File: src/rtl/lcri_pkg.sv
// shared types and constants for the ldpc constraint row index pipeline
package lcri_pkg;

    localparam int COL_W     = 13;
    localparam int ROW_W     = 10;
    localparam int DIV_STEPS = COL_W;
    localparam int ADD_STEPS = 2;

    localparam logic [ROW_W-1:0] MIN_ROWS = ROW_W'(2);

    typedef struct packed {
        logic             last;
        logic [COL_W-1:0] num;
        logic [ROW_W-1:0] rem;
        logic [COL_W-1:0] quo;
        logic [ROW_W-1:0] row0;
    } div_tok_t;

    typedef struct packed {
        logic             last;
        logic [ROW_W-1:0] step;
        logic [ROW_W-1:0] row0;
        logic [ROW_W-1:0] row1;
        logic [ROW_W-1:0] row2;
    } add_tok_t;

endpackage

File: src/rtl/lcri_div_cell.sv
// one restoring division step: shifts in a dividend bit and yields one quotient bit
module lcri_div_cell
    import lcri_pkg::*;
(
    input  logic             clk,
    input  logic             rst_n,
    input  logic             en,
    input  logic [ROW_W-1:0] div,
    input  logic             valid_in,
    input  div_tok_t         tok_in,
    output logic             valid_out,
    output div_tok_t         tok_out
);

    logic             valid_reg;
    div_tok_t         tok_reg;
    div_tok_t         tok_next;
    logic [ROW_W:0]   trial;
    logic [ROW_W:0]   diff;
    logic             ge;

    assign trial = {tok_in.rem, tok_in.num[COL_W-1]};
    assign diff  = trial - {1'b0, div};
    assign ge    = (trial >= {1'b0, div});

    always_comb
    begin
        tok_next      = tok_in;
        tok_next.num  = {tok_in.num[COL_W-2:0], 1'b0};
        tok_next.quo  = {tok_in.quo[COL_W-2:0], ge};
        tok_next.rem  = ge ? diff[ROW_W-1:0] : trial[ROW_W-1:0];
    end

    always_ff @(posedge clk or negedge rst_n)
    begin
        if (!rst_n)
        begin
            valid_reg <= 1'b0;
        end
        else if (en)
        begin
            valid_reg <= valid_in;
        end
    end

    always_ff @(posedge clk)
    begin
        if (en)
        begin
            tok_reg <= tok_next;
        end
    end

    assign valid_out = valid_reg;
    assign tok_out   = tok_reg;

endmodule

File: src/rtl/lcri_add_cell.sv
// one modular step: adds the step to the newest row modulo s and shifts the row list
module lcri_add_cell
    import lcri_pkg::*;
(
    input  logic             clk,
    input  logic             rst_n,
    input  logic             en,
    input  logic [ROW_W-1:0] modulus,
    input  logic             valid_in,
    input  add_tok_t         tok_in,
    output logic             valid_out,
    output add_tok_t         tok_out
);

    logic             valid_reg;
    add_tok_t         tok_reg;
    add_tok_t         tok_next;
    logic [ROW_W:0]   sum;
    logic [ROW_W:0]   wrapped;

    assign sum     = {1'b0, tok_in.row2} + {1'b0, tok_in.step};
    assign wrapped = sum - {1'b0, modulus};

    always_comb
    begin
        tok_next      = tok_in;
        tok_next.row0 = tok_in.row1;
        tok_next.row1 = tok_in.row2;
        tok_next.row2 = (sum >= {1'b0, modulus}) ? wrapped[ROW_W-1:0] : sum[ROW_W-1:0];
    end

    always_ff @(posedge clk or negedge rst_n)
    begin
        if (!rst_n)
        begin
            valid_reg <= 1'b0;
        end
        else if (en)
        begin
            valid_reg <= valid_in;
        end
    end

    always_ff @(posedge clk)
    begin
        if (en)
        begin
            tok_reg <= tok_next;
        end
    end

    assign valid_out = valid_reg;
    assign tok_out   = tok_reg;

endmodule

File: src/rtl/ldpc_constraint_row_indices.sv
// top level: raptor10 ldpc constraint row indices for a stream of source column indices
// Takes one column index per cycle, unless the output is held, and returns the three LDPC
// rows set in that column. 13 division cells find i / S and i mod S, 13 more find the
// quotient mod (S - 1), and two modular add cells form the second and third rows, the last
// of them being the output register. Throughput is one transfer per cycle; when the output
// is held the whole row of cells stalls. The user must write the row count register only
// while no transfer is in flight; the block does not enforce this. Values below 2 act as 2.
module ldpc_constraint_row_indices
    import lcri_pkg::*;
(
    input  logic             clk,
    input  logic             rst_n,
    input  logic             ldpc_rows_we,
    input  logic [ROW_W-1:0] ldpc_rows_wdata,
    input  logic             s_tvalid,
    output logic             s_tready,
    input  logic [15:0]      s_tdata,   // column_index [12:0]
    input  logic             s_tlast,   // last_column
    output logic             m_tvalid,
    input  logic             m_tready,
    output logic [31:0]      m_tdata,   // row_first [9:0], row_second [19:10], row_third [29:20]
    output logic             m_tlast    // end_of_columns
);

    logic [ROW_W-1:0] ldpc_rows_reg;
    logic [ROW_W-1:0] s_eff;
    logic [ROW_W-1:0] s_minus1;
    logic             en;

    logic             q_valid [0:DIV_STEPS];
    div_tok_t         q_tok   [0:DIV_STEPS];
    logic             m_valid [0:DIV_STEPS];
    div_tok_t         m_tok   [0:DIV_STEPS];
    logic             a_valid [0:ADD_STEPS];
    add_tok_t         a_tok   [0:ADD_STEPS];

    always_ff @(posedge clk or negedge rst_n)
    begin
        if (!rst_n)
        begin
            ldpc_rows_reg <= MIN_ROWS;
        end
        else if (ldpc_rows_we)
        begin
            ldpc_rows_reg <= ldpc_rows_wdata;
        end
    end

    assign s_eff    = (ldpc_rows_reg < MIN_ROWS) ? MIN_ROWS : ldpc_rows_reg;
    assign s_minus1 = s_eff - ROW_W'(1);

    assign en       = !m_tvalid || m_tready;
    assign s_tready = en;

    // quotient and remainder of i by s
    assign q_valid[0] = s_tvalid;
    assign q_tok[0]   = '{last: s_tlast, num: s_tdata[COL_W-1:0], rem: '0, quo: '0,
                          row0: '0};

    for (genvar k = 0; k < DIV_STEPS; k++)
    begin : g_quo
        lcri_div_cell u_cell (
            .clk       (clk),
            .rst_n     (rst_n),
            .en        (en),
            .div       (s_eff),
            .valid_in  (q_valid[k]),
            .tok_in    (q_tok[k]),
            .valid_out (q_valid[k+1]),
            .tok_out   (q_tok[k+1])
        );
    end

    // quotient mod (s - 1)
    assign m_valid[0] = q_valid[DIV_STEPS];
    assign m_tok[0]   = '{last: q_tok[DIV_STEPS].last, num: q_tok[DIV_STEPS].quo, rem: '0,
                          quo: '0, row0: q_tok[DIV_STEPS].rem};

    for (genvar k = 0; k < DIV_STEPS; k++)
    begin : g_mod
        lcri_div_cell u_cell (
            .clk       (clk),
            .rst_n     (rst_n),
            .en        (en),
            .div       (s_minus1),
            .valid_in  (m_valid[k]),
            .tok_in    (m_tok[k]),
            .valid_out (m_valid[k+1]),
            .tok_out   (m_tok[k+1])
        );
    end

    // second and third rows
    assign a_valid[0] = m_valid[DIV_STEPS];
    assign a_tok[0]   = '{last: m_tok[DIV_STEPS].last,
                          step: m_tok[DIV_STEPS].rem + ROW_W'(1),
                          row0: m_tok[DIV_STEPS].row0,
                          row1: m_tok[DIV_STEPS].row0,
                          row2: m_tok[DIV_STEPS].row0};

    for (genvar k = 0; k < ADD_STEPS; k++)
    begin : g_add
        lcri_add_cell u_cell (
            .clk       (clk),
            .rst_n     (rst_n),
            .en        (en),
            .modulus   (s_eff),
            .valid_in  (a_valid[k]),
            .tok_in    (a_tok[k]),
            .valid_out (a_valid[k+1]),
            .tok_out   (a_tok[k+1])
        );
    end

    assign m_tvalid = a_valid[ADD_STEPS];
    assign m_tlast  = a_tok[ADD_STEPS].last;
    assign m_tdata  = {2'b00, a_tok[ADD_STEPS].row2, a_tok[ADD_STEPS].row1,
                       a_tok[ADD_STEPS].row0};

    a_rows_in_range: assert property (@(posedge clk) disable iff (!rst_n)
        m_tvalid |-> (m_tdata[9:0] < s_eff) && (m_tdata[19:10] < s_eff)
                     && (m_tdata[29:20] < s_eff))
        else $error("row index not below row count");

    a_accept_enters_chain: assert property (@(posedge clk) disable iff (!rst_n)
        (s_tvalid && s_tready) |=> q_valid[1])
        else $error("accepted transfer missing from first cell");

    a_stall_freezes_chain: assert property (@(posedge clk) disable iff (!rst_n)
        !s_tready |=> $stable(q_valid[1]) && $stable(m_valid[1]) && $stable(a_valid[1]))
        else $error("cells moved while output stalled");

endmodule
File: config.mk
export PLATFORM = sky130hd
export DESIGN_NAME = ldpc_constraint_row_indices
export DESIGN_NICKNAME = d
export VERILOG_FILES = /design/src/rtl/lcri_pkg.sv /design/src/rtl/lcri_div_cell.sv /design/src/rtl/lcri_add_cell.sv /design/src/rtl/ldpc_constraint_row_indices.sv
export SDC_FILE = /design/constraint.sdc
export NUM_CORES = 1
export LEC_CHECK = 0
export BUFFER_PORTS_ARGS = -buffer_cell sky130_fd_sc_hd__buf_2
export CAP_MARGIN = 20
export CORE_UTILIZATION = 61
export DETAILED_ROUTE_END_ITERATION = 7
export PLACE_DENSITY = 0.76
export SETUP_SLACK_MARGIN = 0.3
export SYNTH_ARGS = -nofsm -noshare
export SYNTH_HDL_FRONTEND = slang
export SYNTH_SLANG_ARGS = --single-unit
File: constraint.sdc
create_clock -name clk -period 32.7 [get_ports clk]
set_input_delay 6.54 -clock clk [delete_from_list [all_inputs] [get_ports clk]]
set_output_delay 6.54 -clock clk [all_outputs]
set_load 0.02 [all_outputs]
# Word level (Yosys, flattened, before mapping)
# Index checks and enable logic that the tools add are counted.
[word_totals]
register_bits = 763
latch_bits = 0
mem_bits_rw = 0
rom_bits = 0
out_inout_bits = 35
wordCells = 233
n_memories = 0
[classes]
n_addsub = 32
mul = 0
div = 0
magnitude_cmp = 29
eq_ne = 0
shift = 0
mux = 29
bitwise_logic = 0
n_reduce_logical = 2
[ops]
columns = ["cell", "n"]
rows = [
  ["11-bit by 10-bit greater-or-equal comparator with 1-bit output", 26],
  ["10-bit 2-to-1 mux", 27],
  ["10-bit subtractor", 26],
  ["10-bit by 10-bit adder with 11-bit output", 2],
  ["1-bit by 10-bit greater-or-equal comparator with 1-bit output", 2],
  ["1-bit by 10-bit subtractor with 10-bit output", 2],
  ["10-bit by 1-bit adder with 10-bit output (second input constant)", 1],
  ["10-bit by 2-bit less-than comparator with 1-bit output (second input constant)", 1],
  ["10-bit by 1-bit subtractor with 10-bit output (second input constant)", 1],
  ["1-bit 2-to-1 mux", 2],
  ["1-bit logical NOT", 1],
  ["1-bit logical OR", 1],
]

# Depth between registers and ports, before layout
[logic_depth]
ltp_word = 5
depth_mapped = 17

# Cells and area by module
# A second synthesis with hierarchy kept.
[hier_totals]
hier_cells = 3683
area_unflattened_um2 = 58748.8
[modules_own_cells]
columns = ["mod", "n_inst", "cells_each", "area_per_inst_um2", "seq_area_each_um2"]
rows = [
  ["lcri_div_cell (g_mod[0].u_cell ...)", 25, 125, 2052.0, 1406.3],
  ["lcri_add_cell", 2, 172, 2289.7, 1256.2],
  ["lcri_div_cell (g_mod[9].u_cell)", 1, 126, 2050.7, 1406.3],
  ["ldpc_constraint_row_indices", 1, 88, 819.5, 251.5],
]

# Worst setup path after synthesis
# OpenSTA, ideal clock, no wires.
[synth_timing]
path_type = "input-to-output"
startpoint = "input port m_tready"
endpoint = "output port s_tready"
arrival_ps = 21086
t_required_ps = 26160
setup_slack_ps = 5074
stages = 4
cell_sequence = "nor2b_1 -> buf_1 -> buf_1 -> inv_1"
[synth_between]
elab_chain_len = 1
[synth_rtl]
columns = ["element", "line", "text"]
rows = [
  ["start, declared", "ldpc_constraint_row_indices.sv:20", "input logic m_tready,"],
  ["1-bit logical OR", "ldpc_constraint_row_indices.sv:52", "assign en = !m_tvalid || m_tready;"],
  ["end, declared", "ldpc_constraint_row_indices.sv:16", "output logic s_tready,"],
]
# No other way between the ends.

# Final worst setup path
# Ends and elaborated chain as after synthesis.

==> impl_metrics.toml <==
[run_status]
status = "finished, final reports clean"

[timing]
finalMaxSlewViolations = 0
worst_hold_slack_ps = 410.9
slew_headroom_pct = 23.62
hold_violations = 0
fin_ws_ps = 18320
setup_viol = 0
tns_ps = 0
worst_pin_slew_ps = 1144
skew_ps = 22.32
period_share_pct = 43.97
clock.fmax_mhz = 69.56
period_needed_ps = 14380
rsz0062_at_grt = "false"

[synth]
synth_top_area_share_pct = 55.29
synth_top_area_cell = "edfxtp_1"
ys_seq_area_share_pct = 57.71
avgSynthCellArea_um2 = 13.16
yosysUniqueCellTypes = 77
syn_area_mm2 = 0.03938
synth_cells = 2991
ys_warn_count = 0
ys_top_cells_by_count = "edfxtp_1 (725), ha_1 (250), xnor2_1 (169)"
yosysMostFrequentCell = "edfxtp_1"
synthArstFlopShare_pct = 4.980
synth-seq-cells = 763
synth-edff-count = 725
synth.area.top_cells = "edfxtp_1 (55%), ha_1 (7.9%), mux2_2 (3.9%)"
synth-main-ff-cell = "edfxtp_1"

[clock_network]
post-cts-setup-buffer-count = 0
cts_root_buf = "clkbuf_16"
clkTransAtPathRegs_ps = 60
cts_buffer_depth = 3
ctsHoldBuffers = 0
cts-htree-levels = 3
clock-sinks = 763
post_cts_resized = 0
clk_latency_ps = 630
tritoncts = "yes"
cts_buffers = 81

[floorplanning]
core_area_mm2 = 0.06343
dieWidth_um = 256.1
die_area_mm2 = 0.06557
die_y_um = 256.1
rows = 92
start_util_pct = 62.08
num_io_pins = 67

[flow_run]
cap_violations = 0

[global_routing]
antenna_found_initial = 0
grt_pass1_wl_mm = 123.9
grt_max_degree = 187
grt_overflow_total = 0
grt_pass1_vias = 24030
grt_usage_pct = 23.62

[place]
dp_slack_ps = 18360
io_buffers = 61
gp_congestion = 0.9127
dp.cells = 3826
dpl.hpwl_mm = 49.40

[critical_path]
end_kind = "primary output"
start_kind = "primary input"
cp_data_required_time_ps = 26160
worst-path-max-fanout = 101
worstSetupPathType = "primary input to primary output"
crit_arrival_ps = 7840

[worst_hold_path]
hold_path.class = "flip-flop to flip-flop"

[detailed_routing]
firstDrtPassIters = 6
drc_errors = 0
vias_per_cell = 6.035
routed-via-count = 24000
wl_per_cell_um = 19.33
final_antenna_net_count = 0
drtIter0Drc = 1986
drt_wl_total_mm = 76.88

[finish]
largest_reg_flops = 351
seqCellArea_mm2 = 0.02272
final_nets = 3374
drive_gt1_share_pct = 12.59
area_delta_synth_final_pct = 9.787
nFillCells = 4356
multi_input_area_mm2 = 0.01561
diodes = 0
final_cells = 3976
==> path summary, 6_finish.rpt <==
kind / startpoint / end / slack, ps / cells past startpoint
max in group asynchronous: rst_n / g_quo[0].u_cell.valid_out / 26080 / 1
min in group asynchronous: rst_n / ldpc_rows_reg[9] / 6040 / 1
worst min register to register: g_quo[8].u_cell.tok_out[12] / g_quo[9].u_cell.tok_out[13] / 410 / 0
worst max-delay path: m_tready / s_tready / 18320 / 5
worst min-delay path: g_quo[8].u_cell.tok_out[12] / g_quo[9].u_cell.tok_out[13] / 410 / 0
worst max register to register: ldpc_rows_reg[5] / g_mod[9].u_cell.tok_out[26] / 26650 / 15
==> metal layers <==
layer	up-vias	global-route usage, %	part of all wire, %
li1	11500	-	-
met1	11620	31.73	43
met5	-	0	0
met4	0	8.749	3.3
met3	192	3.892	5.5
met2	688	38.81	48
==> layout by cell type (no fill, tap or decap), drive strengths merged, types with 21 or more instances in the layout <==
master,instances
edfxtp,725
ha,250
xnor2,169
nor2,157
o21ai,150
inv,149
mux2,141
nand2,135
a21oi,102
clkbuf,99
buf,93
nor3,79
nor2b,76
xor2,68
a21o,53
mux2i,48
nand4,39
dfrtp,37
maj3,31
o31ai,30
a211oi,30
fa,28
clkinv,27
and2,26
nand2b,25
o21a,25
and3,21
==> area by class of cell <==
cell class | instances | share of cell area, %
inverters | 145 | 1.276
multi-input cells | 1980 | 36.10
repair buffers | 93 | 1.346
flip-flops and latches | 763 | 52.56
clock inverters | 50 | 1.343
well taps | 846 | 2.449
clock buffers | 99 | 4.918
==> metrics by stage <==
| stage | util, % | area [um^2] |
|---|---|---|
| CTS | 68.14 | 43220 |
| finish | 68.16 | 43230 |
| detailed placement | 63.87 | 40510 |
| global placement | 63.83 | 40480 |
| global route | 68.16 | 43230 |
| floorplan | - | 39390 |
==> cell families after synthesis <==
family | count (synthesis) | synth area share (%)
DFF | 763 | 57.71
and+or+nand+nor | 653 | 8.510
AOI/OAI and AO/OA | 586 | 10.24
adders and majority gates | 309 | 10.16
buffers and inverters | 253 | 2.854
xor gates and xnor gates | 237 | 5.272
muxes | 189 | 5.253
other | 1 | 0.009524
==> worst max-delay path, cell delays in order <==
cell and delay [ps]:
buf_2 80, nor2b_2 30, buf_4 250, inv_8 510, buf_2 290
Power is not shown: default switching activity piles up to over one toggle a cycle in this logic, so the estimate is an artifact.
